===== src/design/wsad_pkg.sv =====
// ----------------------------------------------------------------------------
// wsad_pkg
// shared constants and the alert word type of the window sigma detector
// ----------------------------------------------------------------------------
package wsad_pkg;

  localparam int WINDOW_DEF       = 10;
  localparam int NEWTON_STEPS_DEF = 10;
  localparam int SAMPLE_BITS_DEF  = 7;

  localparam int SIGMA_W     = 3;
  localparam int INDEX_W     = 16;
  localparam int REPORT_W    = 7;
  localparam int QUEUE_DEPTH = 2;

  localparam logic [SIGMA_W-1:0] SIGMA_RESET = 3'd3;

  typedef struct packed {
    logic [INDEX_W-1:0]  sample_index;
    logic                follow_up;
    logic [REPORT_W-1:0] window_mean;
    logic [REPORT_W-1:0] window_deviation;
  } alert_t;

endpackage


===== src/design/window_sigma_anomaly_detector_unit.sv =====
// the back end works on one sample at a time: window sweeps, then at most
//   NEWTON_STEPS newton steps, and output stalls can hold it; a two-entry
//   queue keeps the input taking words
// reset: synchronous, clears window fill, latch, index and sets k to 3
// ----------------------------------------------------------------------------
// window_sigma_anomaly_detector_unit
// sliding window mean/deviation outlier detector with follow-up alerts
// ----------------------------------------------------------------------------
module window_sigma_anomaly_detector_unit import wsad_pkg::*; #(
  parameter int WINDOW       = WINDOW_DEF,
  parameter int NEWTON_STEPS = NEWTON_STEPS_DEF,
  parameter int SAMPLE_BITS  = SAMPLE_BITS_DEF
) (
  input  logic                   clk,
  input  logic                   rst,
  // configuration word: sigma multiplier k
  input  logic                   cfg_valid,
  output logic                   cfg_ready,
  input  logic [SIGMA_W-1:0]     sigma_multiplier,
  // sample input words
  input  logic                   sample_valid,
  output logic                   sample_stall,
  input  logic [SAMPLE_BITS-1:0] sample,
  // alert output words
  output logic                   alert_valid,
  input  logic                   alert_stall,
  output logic [INDEX_W-1:0]     sample_index,
  output logic                   follow_up,
  output logic [REPORT_W-1:0]    window_mean,
  output logic [REPORT_W-1:0]    window_deviation
);

  localparam int QW = INDEX_W + SAMPLE_BITS;

  // queue between front and back, each word is {index, sample}
  logic          q_push;
  logic          q_pop;
  logic          q_full;
  logic          q_empty;
  logic [QW-1:0] q_in;
  logic [QW-1:0] q_out;
  logic [SIGMA_W-1:0] sigma;
  alert_t        result;

  // front: takes samples while the queue has room, numbers them
  wsad_front #(.SAMPLE_BITS(SAMPLE_BITS)) u_front (
    .clk          (clk),
    .rst          (rst),
    .cfg_valid    (cfg_valid),
    .cfg_ready    (cfg_ready),
    .cfg_data     (sigma_multiplier),
    .sample_valid (sample_valid),
    .sample_stall (sample_stall),
    .sample       (sample),
    .q_full       (q_full),
    .q_push       (q_push),
    .q_data       (q_in),
    .sigma        (sigma)
  );

  wsad_fifo #(.WIDTH(QW), .DEPTH(QUEUE_DEPTH)) u_queue (
    .clk       (clk),
    .rst       (rst),
    .push      (q_push),
    .push_data (q_in),
    .pop       (q_pop),
    .pop_data  (q_out),
    .full      (q_full),
    .empty     (q_empty)
  );

  // back: window sweeps, reciprocal divides by WINDOW, newton root, band test
  wsad_back #(
    .WINDOW       (WINDOW),
    .NEWTON_STEPS (NEWTON_STEPS),
    .SAMPLE_BITS  (SAMPLE_BITS)
  ) u_back (
    .clk         (clk),
    .rst         (rst),
    .q_empty     (q_empty),
    .q_pop       (q_pop),
    .q_data      (q_out),
    .sigma       (sigma),
    .alert_valid (alert_valid),
    .alert_stall (alert_stall),
    .result      (result)
  );

  // output register fields straight to the ports
  assign sample_index     = result.sample_index;
  assign follow_up        = result.follow_up;
  assign window_mean      = result.window_mean;
  assign window_deviation = result.window_deviation;

endmodule


===== src/design/wsad_front.sv =====
// ----------------------------------------------------------------------------
// wsad_front
// accepts samples, tags them with their running index, holds the k register
// ----------------------------------------------------------------------------
module wsad_front import wsad_pkg::*; #(
  parameter int SAMPLE_BITS = SAMPLE_BITS_DEF
) (
  input  logic                           clk,
  input  logic                           rst,
  input  logic                           cfg_valid,
  output logic                           cfg_ready,
  input  logic [SIGMA_W-1:0]             cfg_data,
  input  logic                           sample_valid,
  output logic                           sample_stall,
  input  logic [SAMPLE_BITS-1:0]         sample,
  input  logic                           q_full,
  output logic                           q_push,
  output logic [INDEX_W+SAMPLE_BITS-1:0] q_data,
  output logic [SIGMA_W-1:0]             sigma
);

  logic [INDEX_W-1:0] index;

  assign cfg_ready    = 1'b1;
  assign sample_stall = q_full;
  assign q_push       = sample_valid && !q_full;
  assign q_data       = {index, sample};

  always_ff @(posedge clk) begin
    if (rst) begin
      index <= '0;
      sigma <= SIGMA_RESET;
    end else begin
      if (q_push) begin
        index <= index + 1'b1;
      end
      if (cfg_valid) begin
        sigma <= cfg_data;
      end
    end
  end

endmodule


===== src/design/wsad_fifo.sv =====
// ----------------------------------------------------------------------------
// wsad_fifo
// short queue between the front and the back
// ----------------------------------------------------------------------------
module wsad_fifo import wsad_pkg::*; #(
  parameter int WIDTH = 8,
  parameter int DEPTH = QUEUE_DEPTH
) (
  input  logic             clk,
  input  logic             rst,
  input  logic             push,
  input  logic [WIDTH-1:0] push_data,
  input  logic             pop,
  output logic [WIDTH-1:0] pop_data,
  output logic             full,
  output logic             empty
);

  localparam int PW = (DEPTH > 1) ? $clog2(DEPTH) : 1;
  localparam int CW = $clog2(DEPTH + 1);

  logic [WIDTH-1:0] slots [DEPTH];
  logic [PW-1:0]    wr_ptr;
  logic [PW-1:0]    rd_ptr;
  logic [CW-1:0]    count;

  assign full     = (count == CW'(DEPTH));
  assign empty    = (count == '0);
  assign pop_data = slots[rd_ptr];

  always_ff @(posedge clk) begin
    if (push) begin
      slots[wr_ptr] <= push_data;
    end
  end

  always_ff @(posedge clk) begin
    if (rst) begin
      wr_ptr <= '0;
      rd_ptr <= '0;
      count  <= '0;
    end else begin
      if (push) begin
        wr_ptr <= (wr_ptr == PW'(DEPTH - 1)) ? '0 : wr_ptr + 1'b1;
      end
      if (pop) begin
        rd_ptr <= (rd_ptr == PW'(DEPTH - 1)) ? '0 : rd_ptr + 1'b1;
      end
      if (push && !pop) begin
        count <= count + 1'b1;
      end else if (pop && !push) begin
        count <= count - 1'b1;
      end
    end
  end

endmodule


===== src/design/wsad_div.sv =====
// ----------------------------------------------------------------------------
// wsad_div
// restoring divider, one quotient bit per cycle
// ----------------------------------------------------------------------------
module wsad_div #(
  parameter int W = 18
) (
  input  logic         clk,
  input  logic         rst,
  input  logic         start,
  input  logic [W-1:0] dividend,
  input  logic [W-1:0] divisor,
  output logic         done,
  output logic [W-1:0] quotient
);

  localparam int CW = $clog2(W + 1);

  logic [W:0]    rem;
  logic [W-1:0]  quo;
  logic [W-1:0]  dsr;
  logic [CW-1:0] cnt;
  logic          busy;
  logic [W:0]    rem_sh;
  logic [W:0]    diff;
  logic          ge;

  assign rem_sh   = {rem[W-1:0], quo[W-1]};
  assign diff     = rem_sh - {1'b0, dsr};
  assign ge       = !diff[W];
  assign quotient = quo;

  always_ff @(posedge clk) begin
    if (rst) begin
      busy <= 1'b0;
      done <= 1'b0;
      cnt  <= '0;
    end else begin
      // pulse on the edge that shifts in the last quotient bit
      done <= !start && busy && (cnt == CW'(1));
      if (start) begin
        busy <= 1'b1;
        cnt  <= CW'(W);
      end else if (busy) begin
        cnt <= cnt - 1'b1;
        if (cnt == CW'(1)) begin
          busy <= 1'b0;
        end
      end
    end
  end

  // datapath
  always_ff @(posedge clk) begin
    if (start) begin
      quo <= dividend;
      dsr <= divisor;
      rem <= '0;
    end else if (busy) begin
      rem <= ge ? diff : rem_sh;
      quo <= {quo[W-2:0], ge};
    end
  end

endmodule


===== src/design/wsad_back.sv =====
// ----------------------------------------------------------------------------
// wsad_back
// window statistics, newton root, band test and the alert output register
// ----------------------------------------------------------------------------
module wsad_back import wsad_pkg::*; #(
  parameter int WINDOW       = WINDOW_DEF,
  parameter int NEWTON_STEPS = NEWTON_STEPS_DEF,
  parameter int SAMPLE_BITS  = SAMPLE_BITS_DEF
) (
  input  logic                           clk,
  input  logic                           rst,
  input  logic                           q_empty,
  output logic                           q_pop,
  input  logic [INDEX_W+SAMPLE_BITS-1:0] q_data,
  input  logic [SIGMA_W-1:0]             sigma,
  output logic                           alert_valid,
  input  logic                           alert_stall,
  output alert_t                         result
);

  localparam int SB    = SAMPLE_BITS;
  localparam int AW    = $clog2(WINDOW);
  localparam int FW    = $clog2(WINDOW + 1);
  localparam int CW    = $clog2(WINDOW + 2);
  localparam int SUM_W = SB + $clog2(WINDOW);
  localparam int DW    = 2 * SB + $clog2(WINDOW);
  localparam int SP_W  = DW + SIGMA_W;
  localparam int NW    = $clog2(NEWTON_STEPS + 1);

  // divide by WINDOW as a multiply by a rounded-up reciprocal, exact below 2^DW
  localparam int RS   = DW + $clog2(WINDOW);
  localparam int RP_W = RS + DW;
  localparam longint unsigned RECIP_L =
    ((64'd1 << RS) + 64'(WINDOW) - 64'd1) / 64'(WINDOW);
  localparam logic [DW:0] RECIP = (DW + 1)'(RECIP_L);

  typedef enum logic [3:0] {
    ST_IDLE, ST_SUM, ST_MEAN_DIV, ST_SQ, ST_VAR_DIV,
    ST_NEWT, ST_NEWT_DIV, ST_SPAN, ST_TEST
  } state_t;

  state_t              state;
  logic [SB-1:0]       x;
  logic [INDEX_W-1:0]  idx;
  logic [CW-1:0]       cnt;
  logic [SUM_W-1:0]    sum;
  logic [SB-1:0]       mean;
  logic [2*SB-1:0]     prod;
  logic                prod_v;
  logic [DW-1:0]       sq;
  logic [DW-1:0]       n;
  logic [DW-1:0]       s;
  logic [DW-1:0]       t;
  logic [NW-1:0]       steps;
  logic [SP_W-1:0]     span;
  logic                latch;
  logic [AW-1:0]       wp;
  logic [FW-1:0]       fill;
  logic                div_start;
  logic                div_done;
  logic [DW-1:0]       div_q;
  logic                newt_stop;
  logic [DW-1:0]       recip_in;
  logic [RP_W-1:0]     recip_prod;
  logic [DW-1:0]       recip_q;

  // window memory, entries past the fill count read as zero
  logic [SB-1:0]       mem [WINDOW];
  logic [AW-1:0]       rd_addr;
  logic [SB-1:0]       rd_data;
  logic                rd_ok;
  logic                mem_we;

  logic [SB-1:0]       v;
  logic [SB-1:0]       d;
  logic [SUM_W-1:0]    sum_next;
  logic [DW-1:0]       sq_next;
  logic [DW:0]         root_sum;
  logic                out_free;
  logic                full;
  logic                above;
  logic                below;

  assign rd_addr    = cnt[AW-1:0];
  assign v          = rd_ok ? rd_data : '0;
  assign d          = (v > mean) ? (v - mean) : (mean - v);
  assign sum_next   = sum + SUM_W'(v);
  assign sq_next    = sq + (prod_v ? DW'(prod) : '0);
  assign root_sum   = {1'b0, div_q} + {1'b0, t};
  assign out_free   = !alert_valid || !alert_stall;
  assign full       = (fill == FW'(WINDOW));
  assign above      = ((SP_W + 1)'(x) > (SP_W + 1)'(mean) + (SP_W + 1)'(span));
  assign below      = ((SP_W + 1)'(x) + (SP_W + 1)'(span) < (SP_W + 1)'(mean));
  assign q_pop      = (state == ST_IDLE) && !q_empty;
  assign mem_we     = (state == ST_TEST) && out_free;
  assign recip_prod = RP_W'(recip_in) * RP_W'(RECIP);
  assign recip_q    = recip_prod[RP_W-1:RS];
  assign newt_stop  = (s == t) || (steps == NW'(NEWTON_STEPS)) || (s == '0);
  assign div_start  = (state == ST_NEWT) && !newt_stop;

  always_ff @(posedge clk) begin
    if (mem_we) begin
      mem[wp] <= x;
    end
    rd_data <= mem[rd_addr];
    rd_ok   <= (FW'(rd_addr) < fill);
  end

  // newton step n / s, operands taken on the start edge
  wsad_div #(.W(DW)) u_div (
    .clk      (clk),
    .rst      (rst),
    .start    (div_start),
    .dividend (n),
    .divisor  (s),
    .done     (div_done),
    .quotient (div_q)
  );

  always_ff @(posedge clk) begin
    if (rst) begin
      state       <= ST_IDLE;
      alert_valid <= 1'b0;
      latch       <= 1'b0;
      wp          <= '0;
      fill        <= '0;
      prod_v      <= 1'b0;
    end else begin
      if (alert_valid && !alert_stall && state != ST_TEST) begin
        alert_valid <= 1'b0;
      end
      unique case (state)
        ST_IDLE: begin
          if (!q_empty) begin
            x     <= q_data[SB-1:0];
            idx   <= q_data[INDEX_W+SB-1:SB];
            cnt   <= '0;
            sum   <= '0;
            state <= ST_SUM;
          end
        end
        ST_SUM: begin
          if (cnt == CW'(WINDOW)) begin
            recip_in <= DW'(sum_next);
            state    <= ST_MEAN_DIV;
          end else begin
            if (cnt != '0) begin
              sum <= sum_next;
            end
            cnt <= cnt + 1'b1;
          end
        end
        ST_MEAN_DIV: begin
          mean   <= recip_q[SB-1:0];
          cnt    <= '0;
          sq     <= '0;
          prod_v <= 1'b0;
          state  <= ST_SQ;
        end
        ST_SQ: begin
          // read, then square, then accumulate
          if (cnt != '0 && cnt <= CW'(WINDOW)) begin
            prod   <= d * d;
            prod_v <= 1'b1;
          end else begin
            prod_v <= 1'b0;
          end
          sq <= sq_next;
          if (cnt == CW'(WINDOW + 1)) begin
            recip_in <= sq_next;
            state    <= ST_VAR_DIV;
          end else begin
            cnt <= cnt + 1'b1;
          end
        end
        ST_VAR_DIV: begin
          n     <= recip_q;
          s     <= recip_q >> 1;
          t     <= '0;
          steps <= '0;
          state <= ST_NEWT;
        end
        ST_NEWT: begin
          if (newt_stop) begin
            state <= ST_SPAN;
          end else begin
            t     <= s;
            steps <= steps + 1'b1;
            state <= ST_NEWT_DIV;
          end
        end
        ST_NEWT_DIV: begin
          if (div_done) begin
            s     <= root_sum[DW:1];
            state <= ST_NEWT;
          end
        end
        ST_SPAN: begin
          span  <= SP_W'(sigma) * SP_W'(s);
          state <= ST_TEST;
        end
        ST_TEST: begin
          if (out_free) begin
            result.sample_index     <= idx;
            result.window_mean      <= mean[REPORT_W-1:0];
            result.window_deviation <= s[REPORT_W-1:0];
            if (full && (above || below)) begin
              latch            <= 1'b1;
              alert_valid      <= 1'b1;
              result.follow_up <= 1'b0;
            end else if (full && latch) begin
              latch            <= 1'b0;
              alert_valid      <= 1'b1;
              result.follow_up <= 1'b1;
            end else begin
              alert_valid <= 1'b0;
            end
            wp <= (wp == AW'(WINDOW - 1)) ? '0 : wp + 1'b1;
            if (!full) begin
              fill <= fill + 1'b1;
            end
            state <= ST_IDLE;
          end
        end
        default: state <= ST_IDLE;
      endcase
    end
  end

endmodule


===== config.mk =====
export PLATFORM = sky130hd
export DESIGN_NAME = window_sigma_anomaly_detector_unit
export DESIGN_NICKNAME = d
export VERILOG_FILES = /design/src/design/wsad_pkg.sv /design/src/design/window_sigma_anomaly_detector_unit.sv /design/src/design/wsad_front.sv /design/src/design/wsad_fifo.sv /design/src/design/wsad_div.sv /design/src/design/wsad_back.sv
export SDC_FILE = /design/constraint.sdc
export NUM_CORES = 1
export LEC_CHECK = 0
export ABC_AREA = 1
export BUFFER_PORTS_ARGS = -buffer_cell sky130_fd_sc_hd__buf_2
export CAP_MARGIN = 20
export CORE_MARGIN = 10
export CORE_UTILIZATION = 35
export DETAILED_ROUTE_END_ITERATION = 10
export GPL_TIMING_DRIVEN = 0
export PLACE_DENSITY = 0.51
export RECOVER_POWER = 25
export SYNTH_ARGS = -nofsm -noshare
export SYNTH_HDL_FRONTEND = slang
export SYNTH_SLANG_ARGS = --single-unit

===== constraint.sdc =====
create_clock -name clk -period 7.5 [get_ports clk]
set_input_delay 1.125 -clock clk [delete_from_list [all_inputs] [get_ports clk]]
set_output_delay 1.125 -clock clk [all_outputs]
set_load 0.02 [all_outputs]

-- Yosys cells after proc, flatten, opt, wreduce, memory -nomap -nowiden
Memories as Yosys holds them, arrays and structs flattened. A register that Yosys moved wholly into a read port is not among the register bits.
Index checks and enable logic that the tools add are counted.
Widths: inputs -> output; s select.
- flip-flop bits (word level): 279
- memories kept: 2
- input bits: 15
- logic and storage cells: 204
- output and inout port bits: 34
- memory bits (writable): 116
- memories (memory ; words ; width ; read ports ; clocked after memory_dff ; wr ports ; line ; source):
    u_back.mem ; 10 ; 7 ; 1 ; 1 ; 1 ; wsad_back.sv:68 ; logic [SB-1:0] mem [WINDOW];
    u_queue.slots ; 2 ; 23 ; 1 ; 1 ; 1 ; wsad_fifo.sv:22 ; logic [WIDTH-1:0] slots [DEPTH];
- $add $sub $neg: 18
- bitwise gates (word level): 3
- $mul: 3
- reductions and logical operators: 57
- $lt $le $gt $ge: 5
- equal/unequal tests: 26
- mux-type cells: 55
- operator list (cell ; number):
    $pmux 18 s2 ; 4
    $mux 18 ; 6
    $add 7x21->22 ; 2
    $mux 4 ; 10
    $mul 18x19->37 const B ; 1
    $pmux 4 s9 ; 1
    $mux 11 ; 3
    $eq 4x4->1 const B ; 6
    $gt 7x22->1 ; 1
    $lt 22x7->1 ; 1
    $pmux 11 s2 ; 1
    $mul 3x18->21 ; 1
    $reduce_and 3->1 ; 7
    $add 18x18->19 ; 1
    $mux 1 ; 19
    $sub 19x18->19 ; 1
    $add 18x18->18 ; 1
    $eq 18x18->1 ; 1
    $logic_not 18->1 ; 1
    $add 16x1->16 const B ; 1
    $add 4x1->4 const B ; 4
    $eq 4x3->1 const B ; 4
    $pmux 4 s4 ; 1
    $reduce_bool 2->1 ; 8
    35 further kinds ; 81

-- Depth between registers and ports, before layout
- depth in word-level cells: 8
- mapped depth: 32
- mapped depth without buffers: 32

-- By module
A second synthesis with hierarchy kept.
- cells, all modules: 3381
- area total of the unflattened synthesis: 29937.5 um^2
- by module, submodules not included (module ; seq. area each (um^2) ; cells each ; area an instance (um^2) ; times used):
    wsad_back ; 8598.2 ; 2628 ; 23378.7 ; 1
    wsad_div ; 1581.5 ; 500 ; 3664.8 ; 1
    wsad_fifo ; 1481.4 ; 104 ; 1889.3 ; 1
    wsad_front ; 380.4 ; 149 ; 1004.7 ; 1

-- Least setup slack after synthesis
Ideal clock, no wire load.
- kind: flip-flop to flip-flop
- start point: reg u_back.rd_ok
- end point: reg u_back.prod[12], data pin
- path buffers: 1
- setup slack: 1.986 ns
- library setup time: 0.262 ns
- period minus slack after synthesis: 5.514 ns
- data arrival time: 5.252 ns
- stages on the path, launching flop included: 32
- path through: dfxtp_1 buf_4 nand2_1 ha_1 inv_1 nor2_1 nand2_1 nand2_1 nand4_1 nand3_1 nand2_2 inv_2 nand2_1 nand2_1 inv_1 nand2_1 fa_1 fa_1 inv_1 fa_1 inv_1 fa_1 inv_1 ha_1 a21oi_1 o21bai_1 nand2_1 nand2_1 a21oi_1 o21ai_0 a21oi_1 xor2_1
- longest elaborated chain between the ends: 4
- elaborated cells on any way between the ends: 6
- ends and longest elaborated chain (element ; line ; source):
    start, declared ; wsad_back.sv:71 ; logic rd_ok;
    start signal, assigned ; wsad_back.sv:106 ; rd_ok <= (FW'(rd_addr) < fill);
    $mux 7 (*) ; wsad_back.sv:85 ; assign v = rd_ok ? rd_data : '0;
    $sub 7x7->7 / $gt 7x7->1 (equally long branches) ; wsad_back.sv:86 ; assign d = (v > mean) ? (v - mean) : (mean - v);
    $mux 7 (*) ; wsad_back.sv:86 ;
    $mul 7x7->14 (*) ; wsad_back.sv:163 ; prod <= d * d;
    end signal, assigned ; wsad_back.sv:163 ;
    end, declared ; wsad_back.sv:48 ; logic [2*SB-1:0] prod;
Mark *: on every way between the ends. The rest lies on a longest branch, timed or not.
A chain may end at the register's enable or synchronous reset.

-- Final worst setup path
Same ends and word-level chain as after synthesis.

==> flow_summary.toml <==
[setup_path]
path_delay_family = "adder cells"
cp_slowest_cell = "fa_1"
cp_common_cell = "nand2_1"
crit_path_end_kind = "flip-flop"
crit_path_max_fanout = 10
crit_buf_inv = 7
cp-start-kind = "flip-flop"
critPathKind = "reg -> reg"
cp_data_arrival_time_ns = 6.84
max_stage_delay_ns = 0.54
critical_path_required_ns = 7.85

[die]
initial_core_util = 0.354
io_pins = 49
die_y_um = 309
core-area_um2 = 82400
die_w_um = 309
die-area_um2 = 95300
fp-row-count = 105

[timing]
slew_headroom = 0.335
clock-skew-final_ns = 0.0326
tightest_slew_ns = 0.989
hold_viol = 0
setup_viol = 0
drv_slew = 0
rsz0062_at_grt = "false"
fin_crit_sh = 0.865
fmax_mhz = 154
tns_ns = 0
finalCriticalPeriod_ns = 6.49

[placed_design]
hpwl_um = 57800
gp_congestion = 0.878
port-buffer-count = 46

[route]
num_vias = 21385
drc = 0
finalWirelength_um = 72800
post_drt_wl_per_cell_um = 16.3
viasPerCell = 4.79
postRouteAntennaNets = 0
dr.pass1.iters = 5
first_iter_violations = 1360

[synth]
syn_avg_cell_area_um2 = 8.98
synth_seq_area_share = 0.412
async_flop_share = 0
netlist_top_cells_area = "edfxtp_1 (36%), ha_1 (12%), fa_1 (9.3%)"
yosys_warnings = 0
syn-instance-count = 3248
synth.most_common_cell = "nand2_1"
synth-main-ff-cell = "edfxtp_1"
synth_commonest_cells = "nand2_1 (633), inv_1 (582), edfxtp_1 (353)"
synth_edf_count = 353
syn_area_um2 = 29200
synth_cell_types = 58
synth_area_leader_cell = "edfxtp_1"
ys_ff_latch = 424
synth_top_area_share = 0.363
syn_nets = 3671

[global_route]
first_global_vias = 20961
overflow = 0
grt_pass1_wl_um = 116000
antenna_found_initial = 4
track_usage = 0.152
grt_max_degree = 28

[worst_hold_path]
hp-class = "reg -> reg"

[clock_network]
cts-buffers-inserted = 47
clock_sinks = 424
cts.clk_slew.worst_paths_ns = 0.06
clk_latency_ns = 0.61
clock_path_buffers = 3
cts_resized = 0
htreeDepth = 2
hold_buffers = 0
cts_setup_buffers = 0
root_buffer = "clkbuf_16"
cts_tree = "done"

[cells_and_area]
nets = 3783
syn_to_final_growth_pct = 11.7
n_antenna_cell = 0
drive_above_1_share = 0.0583

[status]
status = "completed"

[job]
drv_cap = 0
[registers in the layout (all words and copies together), names as in the netlist, 7 cells and up]
signal,flops
u_back.sq,18
u_back.s,18
u_back.u_div.quotient,18
u_back.span,21
u_back.rd_data,7
u_back.recip_in,18
u_back.idx,16
u_back.x,7
u_back.t,18
u_front.index,16
u_back.result,31
u_back.u_div.rem,18
u_back.sum,11
u_back.prod,13
u_back.mem,70
u_back.n,15
u_back.u_div.dsr,18
u_back.mean,7
u_queue.slots,46
[layer usage]
layer  track usage  share of wire  vias up
met1         0.216           0.49    10042
met5             0              0        -
li1              -              -    10905
met3        0.0182          0.037       83
met2         0.244           0.45      355
met4        0.0374          0.020        0
[placed cells by master, fill, tap and decap left out, drive strengths merged, types with 3 or more instances in the layout]
master | synthesis | routed
o211ai | 12 | 12
bufinv | 0 | 5
clkbuf | 40 | 100
ha | 273 | 273
a21o | 13 | 13
a21boi | 4 | 4
a21oi | 189 | 189
clkinv | 2 | 21
xor2 | 73 | 73
o31ai | 5 | 5
a211oi | 3 | 3
nand2 | 640 | 640
buf | 10 | 69
a31oi | 14 | 14
nor4 | 12 | 12
nand3b | 4 | 4
nor3b | 3 | 3
edfxtp | 353 | 353
dfxtp | 71 | 71
and2 | 6 | 6
o221ai | 4 | 4
inv | 587 | 591
o22ai | 19 | 19
or2 | 11 | 11
nand3 | 144 | 144
fa | 135 | 135
nor2 | 288 | 288
xnor2 | 37 | 37
clkinvlp | 0 | 3
o21bai | 19 | 19
nand4 | 33 | 33
o21ai | 199 | 199
o21a | 4 | 4
nor3 | 31 | 31
[kinds of logic (layout without fill, tap and decap cells)]
family                   after synthesis  in the layout  share of synthesized area
AO/OA/AOI/OAI                        493            493                     0.0928
XOR/XNOR                             110            110                     0.0330
adder cells (fa/ha/maj)              408            408                      0.210
buffers and inverters                639            789                     0.0833
flip-flops                           424            424                      0.412
other                                  1              1                   0.000129
AND/OR/NAND/NOR                     1173           1173                      0.169
[stage by stage]
| stage | hold slack, ns | instance area (µm²) | utilization | instances | setup slack (ns) |
|---|---|---|---|---|---|
| final | 0.410 | 32600 | 0.396 | 4468 | 1.01 |
| after global routing | 0.415 | 32600 | 0.396 | 4468 | 0.499 |
| after CTS | 0.407 | 32600 | 0.396 | 4466 | 1.19 |
| after detailed placement | 0.405 | 31000 | 0.376 | 4379 | 1.22 |
| after global placement | 0.404 | 30700 | 0.373 | 4364 | 1.20 |
| after floorplan | 0.400 | 29200 | - | 3248 | 1.99 |
[layout make-up]
type	instances	area, µm²
sequential	424	12000
multi-input combinational	2185	14800
inverter	589	2210
clock inverter	31	338
tap	1070	1340
clock buffer	56	1250
timing repair buffer	63	439
fill	8355	49800
buffer	50	215
[path summary, 6_finish.rpt]
check	depth (start not counted)	endpoint	start	slack, ns
worst max-delay path	31	u_back.prod[12]$_DFFE_PP_	u_back.rd_ok$_DFF_P_	1.01
worst min-delay path	0	u_back.result[18]$_DFFE_PP_	u_back.idx[3]$_DFFE_PP_	0.41
worst max register to register	31	u_back.prod[12]$_DFFE_PP_	u_back.rd_ok$_DFF_P_	1.01
worst min register to register	0	u_back.result[18]$_DFFE_PP_	u_back.idx[3]$_DFFE_PP_	0.41
Power is left out: the tool's default activity adds up to more than one toggle a clock period on the data nets, which glitch-free logic cannot reach.
